<file path="src/hdl/fsp_pkg.sv">
// Shared types and constants for the fixed slot pool allocator.
// No dependencies; imported by fixed_slot_pool_allocator.
package fsp_pkg;

	localparam int SLOTS = 64;
	localparam int SLOT_W = $clog2(SLOTS);
	// limit compare width: holds the slot_limit field and the slot count itself
	localparam int LIMIT_W = (SLOT_W + 1 > 7) ? SLOT_W + 1 : 7;
	localparam int COUNT_W = 7;
	localparam int STRIDE_W = 16;
	localparam int ADDR_W = 32;
	localparam int IDX_W = 6;
	localparam int CFG_IDX_W = 2;
	localparam int CFG_DATA_W = 32;

	typedef enum logic [1:0] {
		STATUS_OK       = 2'd0,
		STATUS_FULL     = 2'd1,
		STATUS_BAD_FREE = 2'd2
	} status_t;

	typedef enum logic {
		OP_ALLOC = 1'b0,
		OP_FREE  = 1'b1
	} opcode_t;

	localparam logic [CFG_IDX_W-1:0] CFG_SLOT_LIMIT   = 2'd0;
	localparam logic [CFG_IDX_W-1:0] CFG_OBJECT_BYTES = 2'd1;
	localparam logic [CFG_IDX_W-1:0] CFG_BASE_ADDRESS = 2'd2;

endpackage

</file>
<file path="src/hdl/fixed_slot_pool_allocator.sv">
// Fixed slot pool allocator: lowest free slot grant and slot release.
// Depends on fsp_pkg for widths, status and opcode codes, register indexes.
//
// Usage: raise start with opcode and slot_index for one cycle; the request is
// taken when start is high and busy is low. busy stays low, so a request can
// be issued in every cycle. opcode allocate grants the lowest free slot below
// min(slot_limit, SLOTS); opcode free releases slot_index if it is busy and in
// range. Errors (pool full, bad free) return slot and address zero and leave
// the pool unchanged.
// A request passes the input register, the decision stage register and the
// result register; throughput is one request per cycle. The busy map and count
// are updated in the decision stage, so a request sees every earlier one.
// Results appear for exactly one cycle with done high; the receiver cannot
// stall them and nothing is buffered.
// Registers are written through cfg_valid/cfg_ready (always ready) at index
// 0 slot_limit, 1 object_bytes, 2 base_address; other indexes are ignored.
// Write them only while no request is in flight.
// Reset (arst_n low) frees every slot, clears the count and loads
// slot_limit 64, object_bytes 1, base_address 0.
module fixed_slot_pool_allocator
	import fsp_pkg::*;
(
	input  logic                  clk,
	input  logic                  arst_n,
	input  logic                  start,
	output logic                  busy,
	input  logic                  opcode,
	input  logic [IDX_W-1:0]      slot_index,
	input  logic                  cfg_valid,
	output logic                  cfg_ready,
	input  logic [CFG_IDX_W-1:0]  cfg_index,
	input  logic [CFG_DATA_W-1:0] cfg_data,
	output logic                  done,
	output logic [IDX_W-1:0]      granted_slot,
	output logic [ADDR_W-1:0]     slot_address,
	output logic [1:0]            status,
	output logic [COUNT_W-1:0]    in_use_count
);

	logic [COUNT_W-1:0]  slot_limit_q;
	logic [STRIDE_W-1:0] object_bytes_q;
	logic [ADDR_W-1:0]   base_address_q;

	logic [SLOTS-1:0]    busy_map_q;
	logic [COUNT_W-1:0]  busy_count_q;

	logic                valid_s1;
	opcode_t             opcode_s1;
	logic [IDX_W-1:0]    slot_index_s1;

	logic                valid_s2;
	logic [SLOT_W-1:0]   slot_s2;
	status_t             status_s2;
	logic [COUNT_W-1:0]  count_s2;

	logic                done_q;
	logic [IDX_W-1:0]    granted_q;
	logic [ADDR_W-1:0]   address_q;
	status_t             status_q;
	logic [COUNT_W-1:0]  count_q;

	logic [LIMIT_W-1:0]  limit;
	logic [LIMIT_W-1:0]  free_idx;
	logic [SLOTS-1:0]    free_vec;
	logic [SLOTS-1:0]    first_free;
	logic [SLOT_W-1:0]   alloc_slot;
	logic                free_hit;

	logic [SLOT_W-1:0]   dec_slot;
	status_t             dec_status;
	logic                dec_set;
	logic                dec_clear;

	logic [SLOT_W+STRIDE_W-1:0] offset;

	assign busy      = 1'b0;
	assign cfg_ready = 1'b1;

	// configuration registers
	always_ff @(posedge clk or negedge arst_n) begin
		if (!arst_n) begin
			slot_limit_q   <= COUNT_W'(64);
			object_bytes_q <= STRIDE_W'(1);
			base_address_q <= '0;
		end else if (cfg_valid && cfg_ready) begin
			unique case (cfg_index)
				CFG_SLOT_LIMIT:   slot_limit_q   <= cfg_data[COUNT_W-1:0];
				CFG_OBJECT_BYTES: object_bytes_q <= cfg_data[STRIDE_W-1:0];
				CFG_BASE_ADDRESS: base_address_q <= cfg_data;
				default: ;
			endcase
		end
	end

	// input register
	always_ff @(posedge clk or negedge arst_n) begin
		if (!arst_n) begin
			valid_s1 <= 1'b0;
		end else begin
			valid_s1 <= start && !busy;
		end
	end

	always_ff @(posedge clk) begin
		if (start && !busy) begin
			opcode_s1     <= opcode_t'(opcode);
			slot_index_s1 <= slot_index;
		end
	end

	// lowest free slot below the active limit
	always_comb begin
		limit = (LIMIT_W'(slot_limit_q) < LIMIT_W'(SLOTS)) ? LIMIT_W'(slot_limit_q)
			: LIMIT_W'(SLOTS);
		for (int s = 0; s < SLOTS; s++) begin
			free_vec[s] = !busy_map_q[s] && (LIMIT_W'(s) < limit);
		end
		// isolate the lowest set bit, then encode the one-hot word
		first_free = free_vec & (~free_vec + SLOTS'(1));
		alloc_slot = '0;
		for (int s = 0; s < SLOTS; s++) begin
			if (first_free[s]) begin
				alloc_slot = alloc_slot | SLOT_W'(s);
			end
		end
	end

	always_comb begin
		free_idx = LIMIT_W'(slot_index_s1);
		free_hit = (free_idx < limit) && busy_map_q[free_idx[SLOT_W-1:0]];
	end

	always_comb begin
		dec_slot   = '0;
		dec_status = STATUS_OK;
		dec_set    = 1'b0;
		dec_clear  = 1'b0;
		unique case (opcode_s1)
			OP_ALLOC: begin
				if (|free_vec) begin
					dec_slot = alloc_slot;
					dec_set  = valid_s1;
				end else begin
					dec_status = STATUS_FULL;
				end
			end
			OP_FREE: begin
				if (free_hit) begin
					dec_slot  = free_idx[SLOT_W-1:0];
					dec_clear = valid_s1;
				end else begin
					dec_status = STATUS_BAD_FREE;
				end
			end
			default: dec_status = STATUS_BAD_FREE;
		endcase
	end

	// pool state
	always_ff @(posedge clk or negedge arst_n) begin
		if (!arst_n) begin
			busy_map_q   <= '0;
			busy_count_q <= '0;
		end else if (dec_set) begin
			busy_map_q[dec_slot] <= 1'b1;
			busy_count_q         <= busy_count_q + COUNT_W'(1);
		end else if (dec_clear) begin
			busy_map_q[dec_slot] <= 1'b0;
			busy_count_q         <= busy_count_q - COUNT_W'(1);
		end
	end

	// decision stage register
	always_ff @(posedge clk or negedge arst_n) begin
		if (!arst_n) begin
			valid_s2 <= 1'b0;
		end else begin
			valid_s2 <= valid_s1;
		end
	end

	always_ff @(posedge clk) begin
		if (valid_s1) begin
			slot_s2   <= dec_slot;
			status_s2 <= dec_status;
			if (dec_set) begin
				count_s2 <= busy_count_q + COUNT_W'(1);
			end else if (dec_clear) begin
				count_s2 <= busy_count_q - COUNT_W'(1);
			end else begin
				count_s2 <= busy_count_q;
			end
		end
	end

	assign offset = SLOT_W'(slot_s2) * object_bytes_q;

	// result register
	always_ff @(posedge clk or negedge arst_n) begin
		if (!arst_n) begin
			done_q <= 1'b0;
		end else begin
			done_q <= valid_s2;
		end
	end

	always_ff @(posedge clk) begin
		if (valid_s2) begin
			granted_q <= IDX_W'(slot_s2);
			status_q  <= status_s2;
			count_q   <= count_s2;
			if (status_s2 == STATUS_OK) begin
				address_q <= base_address_q + ADDR_W'(offset);
			end else begin
				address_q <= '0;
			end
		end
	end

	assign done         = done_q;
	assign granted_slot = granted_q;
	assign slot_address = address_q;
	assign status       = status_q;
	assign in_use_count = count_q;

endmodule
</file>
<file path="config.mk">
export PLATFORM = sky130hd
export DESIGN_NAME = fixed_slot_pool_allocator
export DESIGN_NICKNAME = d
export VERILOG_FILES = /design/src/hdl/fsp_pkg.sv /design/src/hdl/fixed_slot_pool_allocator.sv
export SDC_FILE = /design/constraint.sdc
export NUM_CORES = 1
export LEC_CHECK = 0
export ABC_AREA = 1
export BUFFER_PORTS_ARGS = -buffer_cell sky130_fd_sc_hd__buf_2
export CORE_MARGIN = 2
export CORE_UTILIZATION = 50
export CTS_CLUSTER_DIAMETER = 200
export CTS_CLUSTER_SIZE = 8
export DETAILED_ROUTE_END_ITERATION = 7
export HOLD_SLACK_MARGIN = 0.08
export MAX_ROUTING_LAYER = met4
export PLACE_DENSITY = 0.79
export SLEW_MARGIN = 0
export SYNTH_ARGS = -nofsm -noshare
export SYNTH_HDL_FRONTEND = slang
export SYNTH_SLANG_ARGS = --single-unit
</file>
<file path="constraint.sdc">
create_clock -name clk -period 10.89 [get_ports clk]
set_clock_uncertainty 0.2 [all_clocks]
set_input_delay 0.5445 -clock clk [delete_from_list [all_inputs] [get_ports clk]]
set_output_delay 0.5445 -clock clk [all_outputs]
set_load 0.01 [all_outputs]
</file>
Word-level counts from Yosys, hierarchy flattened
Cells that the tools add are included.

cells by class
  add/subtract/negate cells = 4
  multiply operators = 1
  order comparisons = 69
  eq/ne operators = 5
  muxes and demuxes = 101
  bitwise operators = 6
  reduce and logical (&&, ||, !) cells = 137

operators with widths
  operator               number
  $lt 6x7->1 const A     32
  $mux 6                 36
  $mux 64                3
  $and 64x64->64         2
  $mux 32                4
  $not 64->64            2
  $lt 5x7->1 const A     16
  $mux 5                 16
  $logic_and 1x1->1      66
  $add 64x1->64 const B  1
  $logic_not 1->1        64
  $or 64x64->64          1
  $reduce_or 64->1       1
  $mux 7                 9
  $lt 4x7->1 const A     8
  $add 32x22->32         1
  $mux 16                2
  $mux 4                 8
  $lt 3x7->1 const A     4
  $mul 6x16->22          1
  $lt 1x7->1 const A     2
  $lt 2x7->1 const A     2
  $lt 6x7->1 const B     2
  $mux 3                 4
  18 further kinds       36

word-level totals
  register bits = 198
  input bits = 45
  output and inout port bits = 50
  word-level logic and storage cells = 340

Depth between registers and ports, before layout
  word-level depth = 82
  mapped depth = 30
  gate-level depth less buffers = 28

Least setup slack after synthesis
Ideal clock, no wire load.

  path type = flip-flop to flip-flop
  start point = reg slot_s2[5]
  end point = reg address_q[27], in the netlist slot_address[27] (data pin)
  setup time = 261 ps
  arrival time = 4863 ps
  data required time = 10429 ps
  slack = 5566 ps
  stages on the path, launching flop included = 25
  path buffers = 2
  clock period less this slack = 5324 ps
  cells stage by stage = edfxtp_1 > clkbuf_1 > clkbuf_1 > nand2_1 > fa_1 > inv_1 > fa_1 > fa_1 > fa_1 > ha_1 > a21oi_1 > a21boi_0 > or2_2 > nand2_1 > nand2_1 > nand2_1 > nand2_1 > nand2_1 > o211ai_1 > nand3_1 > nand2_1 > a21oi_1 > nor2_1 > o21ai_0 > a21oi_1

on the way
  cells in the longest elaborated chain, start to end = 4

RTL lines
  what                    RTL line                          RTL
  start, declared         fixed_slot_pool_allocator.sv:52   logic [SLOT_W-1:0] slot_s2;
  start signal, assigned  fixed_slot_pool_allocator.sv:184  slot_s2 <= dec_slot;
  $mul 6x16->22           fixed_slot_pool_allocator.sv:196  assign offset = SLOT_W'(slot_s2) * object_bytes_q;
  $add 32x22->32          fixed_slot_pool_allocator.sv:213  address_q <= base_address_q + ADDR_W'(offset);
  $mux 32                 fixed_slot_pool_allocator.sv:212  if (status_s2 == STATUS_OK) begin
  $mux 32                 fixed_slot_pool_allocator.sv:208  if (valid_s2) begin
  end signal, assigned    fixed_slot_pool_allocator.sv:213
  end, declared           fixed_slot_pool_allocator.sv:58   logic [ADDR_W-1:0] address_q;

Every way passes these cells. The select of a mux whose other input is x is not followed.
A chain may end at the register's enable or synchronous reset.

Final worst setup path
  start point = reg slot_s2[2]
  end point = reg address_q[28], in the netlist slot_address[28] (data pin)

The elaborated chain is that of the path after synthesis.

==> results.toml <==
[hold_path]
holdCritStartpoint = "slot_index[2]"
hold_class = "primary input to flip-flop"
min_to = "slot_index_s1[2]"
whs_path_depth = 1

[yosys]
yosys.area.top_type = "dfrtp_1"
synth_seq_cells = 198
synth_area_leaders = "dfrtp_1 (20%), nand2_1 (15%), edfxtp_1 (13%)"
synth_area_mm2 = 0.0161
synthesis.nets = 2442
ys.flop_type = "dfrtp_1"
async_flop_share = 0.652
syn_inst = 2275
yosysUniqueCellTypes = 56
synth_edf_count = 69
yosysSeqAreaShare = 0.329
yosysTopAreaCellShare = 0.197
synth_area_per_cell_um2 = 7.09
yosys_warnings = 0

[drt]
wl_per_cell_um = 18.6
first_iter_violations = 1677
route.vias.total = 15500
wirelength_mm = 51.1
drtPass1Iterations = 7
drc = 0
avgViaCountPerCell = 5.65
detail-route-antenna-nets = 0

[sta]
setup-tns-final_ps = 0
fin_crit_sh = 0.562
finalHoldViolCount = 0
rsz0062_at_grt = "false"
worst_pin_slew_ps = 1150
fmax_ghz = 0.164
drv_slew = 0
setup_viol = 0
slew_headroom = 0.235
min_period_ps = 6120

[floorplanning]
die_w_um = 184
pin_count = 95
die_y_um = 184
initial_core_util = 0.510
core_mm2 = 0.0316
die-area_mm2 = 0.0337
rows = 65

[clock_network]
insertion_delay_ps = 470
cts_tree = "done"
cts.path.max_buffers = 2
cts_buffers = 17
ctsResizeCount = 0
clk_pin_slew_ps = 90
h-tree-depth = 4
ctsRootBufferMaster = "clkbuf_16"
numClockSinks = 198

[pwr]
power_mw = 3.15
switching_share = 0.454
p_leak_nw = 8.84
p_sw_mw = 1.43
intPower_mw = 1.72
p_clk_frac = 0.200
ir_drop_mv = 0.148
seq_power_share = 0.331
pwr-share-comb = 0.469
powerDensity_mw_per_mm2 = 180

[setup_path]
crit_arrival_ps = 6140
cp_slowest_stage_delay_ps = 750
critical_path_required_ps = 10910
timing.rr.end = "slot_address[28]"
r2r-start = "slot_s2[2]"
cp-start-kind = "flip-flop"
crit_type = "flip-flop to flip-flop"
critPathCaptureType = "flip-flop"
cp_max_fo = 17
cp_slowest_cell = "edfxtp_1"
r2r_setup_slack_ps = 4770
worst_path_most_repeated_cell = "nand2_1"
worstRegToRegCells = 27

[final_layout]
final_common_cell = "nand2_1"
area_delta_synth_final_pct = 8.27
drive_above_1_share = 0.0984
layout.cells.non_filler = 2749
nets = 2501
insertedDiodeCount = 0
nFillCells = 2970
layout_common_cells = "nand2_1 (634), nor2_1 (323), inv_1 (309)"

[global_routing]
first_global_vias = 15000
antenna_found_initial = 0
track_usage = 0.321
grt_start_max_net_pins = 79
grt-ovfl-total = 0
grt_pass1_wl_mm = 80.5

[run]
max_cap_viol_count = 0

[place]
dp_hpwl_mm = 40.8
dp.cells = 2712
gp_congestion = 1.01
io_buffer_count = 92

[run_status]
status = "finished clean"
cell usage after synthesis (8+ instances only):
library cell  count
inv_1           309
o21ai_0         107
o21ai_1          27
nor2_1          323
nand3_1         176
edfxtp_1         69
nor3_1           16
nand3b_1          8
nor2_4           17
fa_1             76
inv_2            16
ha_1             46
nand4_1          54
nor2_2           18
nand2_1         634
nand3_2          10
buf_4            11
dfrtp_1         127
clkbuf_1         44
a21oi_1          86
o221ai_1          8
nand2_2          14
o21a_1           11
metal layers:
layer | wire, um | up-vias | GRT usage
li1 | - | 7371 | -
met3 | 3280 | 120 | 0.0390
met2 | 24400 | 680 | 0.529
met5 | 0 | - | -
met1 | 21400 | 7348 | 0.404
met4 | 2050 | 0 | 0.126
cell families after synthesis:
family | Yosys count | synth area share
muxes | 5 | 0.00349
adders and majority gates | 122 | 0.130
other | 2 | 0.000465
AOI/OAI and AO/OA | 260 | 0.0885
and+or+nand+nor | 1288 | 0.348
DFF | 198 | 0.329
xor gates and xnor gates | 8 | 0.00434
buffers and inverters | 392 | 0.0963
worst max-delay path, delay by kind of cell (launching register included):
family / cells / cell delay, ps
AO/OA/AOI/OAI: 7 / 1590
adder cells (fa/ha/maj): 5 / 1980
buffers and inverters: 4 / 320
flip-flops: 1 / 750
AND/OR/NAND/NOR: 11 / 1020
layout make-up:
class | instances | area (um2) | area share
multi-input cells | 1685 | 9290 | 0.532
flip-flops and latches | 198 | 5300 | 0.304
inverters | 328 | 1240 | 0.0707
clock buffers | 17 | 425 | 0.0243
repair buffers | 104 | 569 | 0.0326
well taps | 402 | 503 | 0.0288
clock inverters | 15 | 149 | 0.00852
power groups by stage:
stage               Clock (mW)  Sequential, mW  Combinational [mW]
finish                   0.631            1.04                1.47
global route             0.665            1.06                1.67
CTS                      0.637            1.04                1.46
detailed placement           0            1.05                1.44
global placement             0            1.05                1.41
floorplan                    0            1.02                1.06
repair_timing:
item / in CTS / in global routing
buffers inserted: 0 / 0
hold buffers: 4 / 1
endpoints found under the hold margin: 52 / 1
setup endpoints to repair: 0 / 0
worst max path at each step:
stage,end,from,slack [ps],cells past startpoint
finish,slot_address[28],slot_s2[2],4770,27
global route,slot_address[28],slot_s2[2],4220,27
CTS,slot_address[28],slot_s2[4],4920,21
detailed placement,slot_address[28],slot_s2[5],4980,21
global placement,slot_address[28],slot_s2[2],5130,23
floorplan,slot_address[27],slot_s2[5],5570,24
metrics by stage:
stage          hold WS [ps]  area [um2]  worst slack, ps   util
6_report               96.7       17500             4770  0.552
4_1_cts                80.1       17500             4920  0.552
2_1_floorplan          48.9       16100             5570      -
3_3_place_gp            204       16900             5130  0.533
5_1_grt                80.1       17500             4220  0.552
3_5_place_dp            206       16900             4980  0.533
Note: power is estimated with default switching activity, not from simulation.
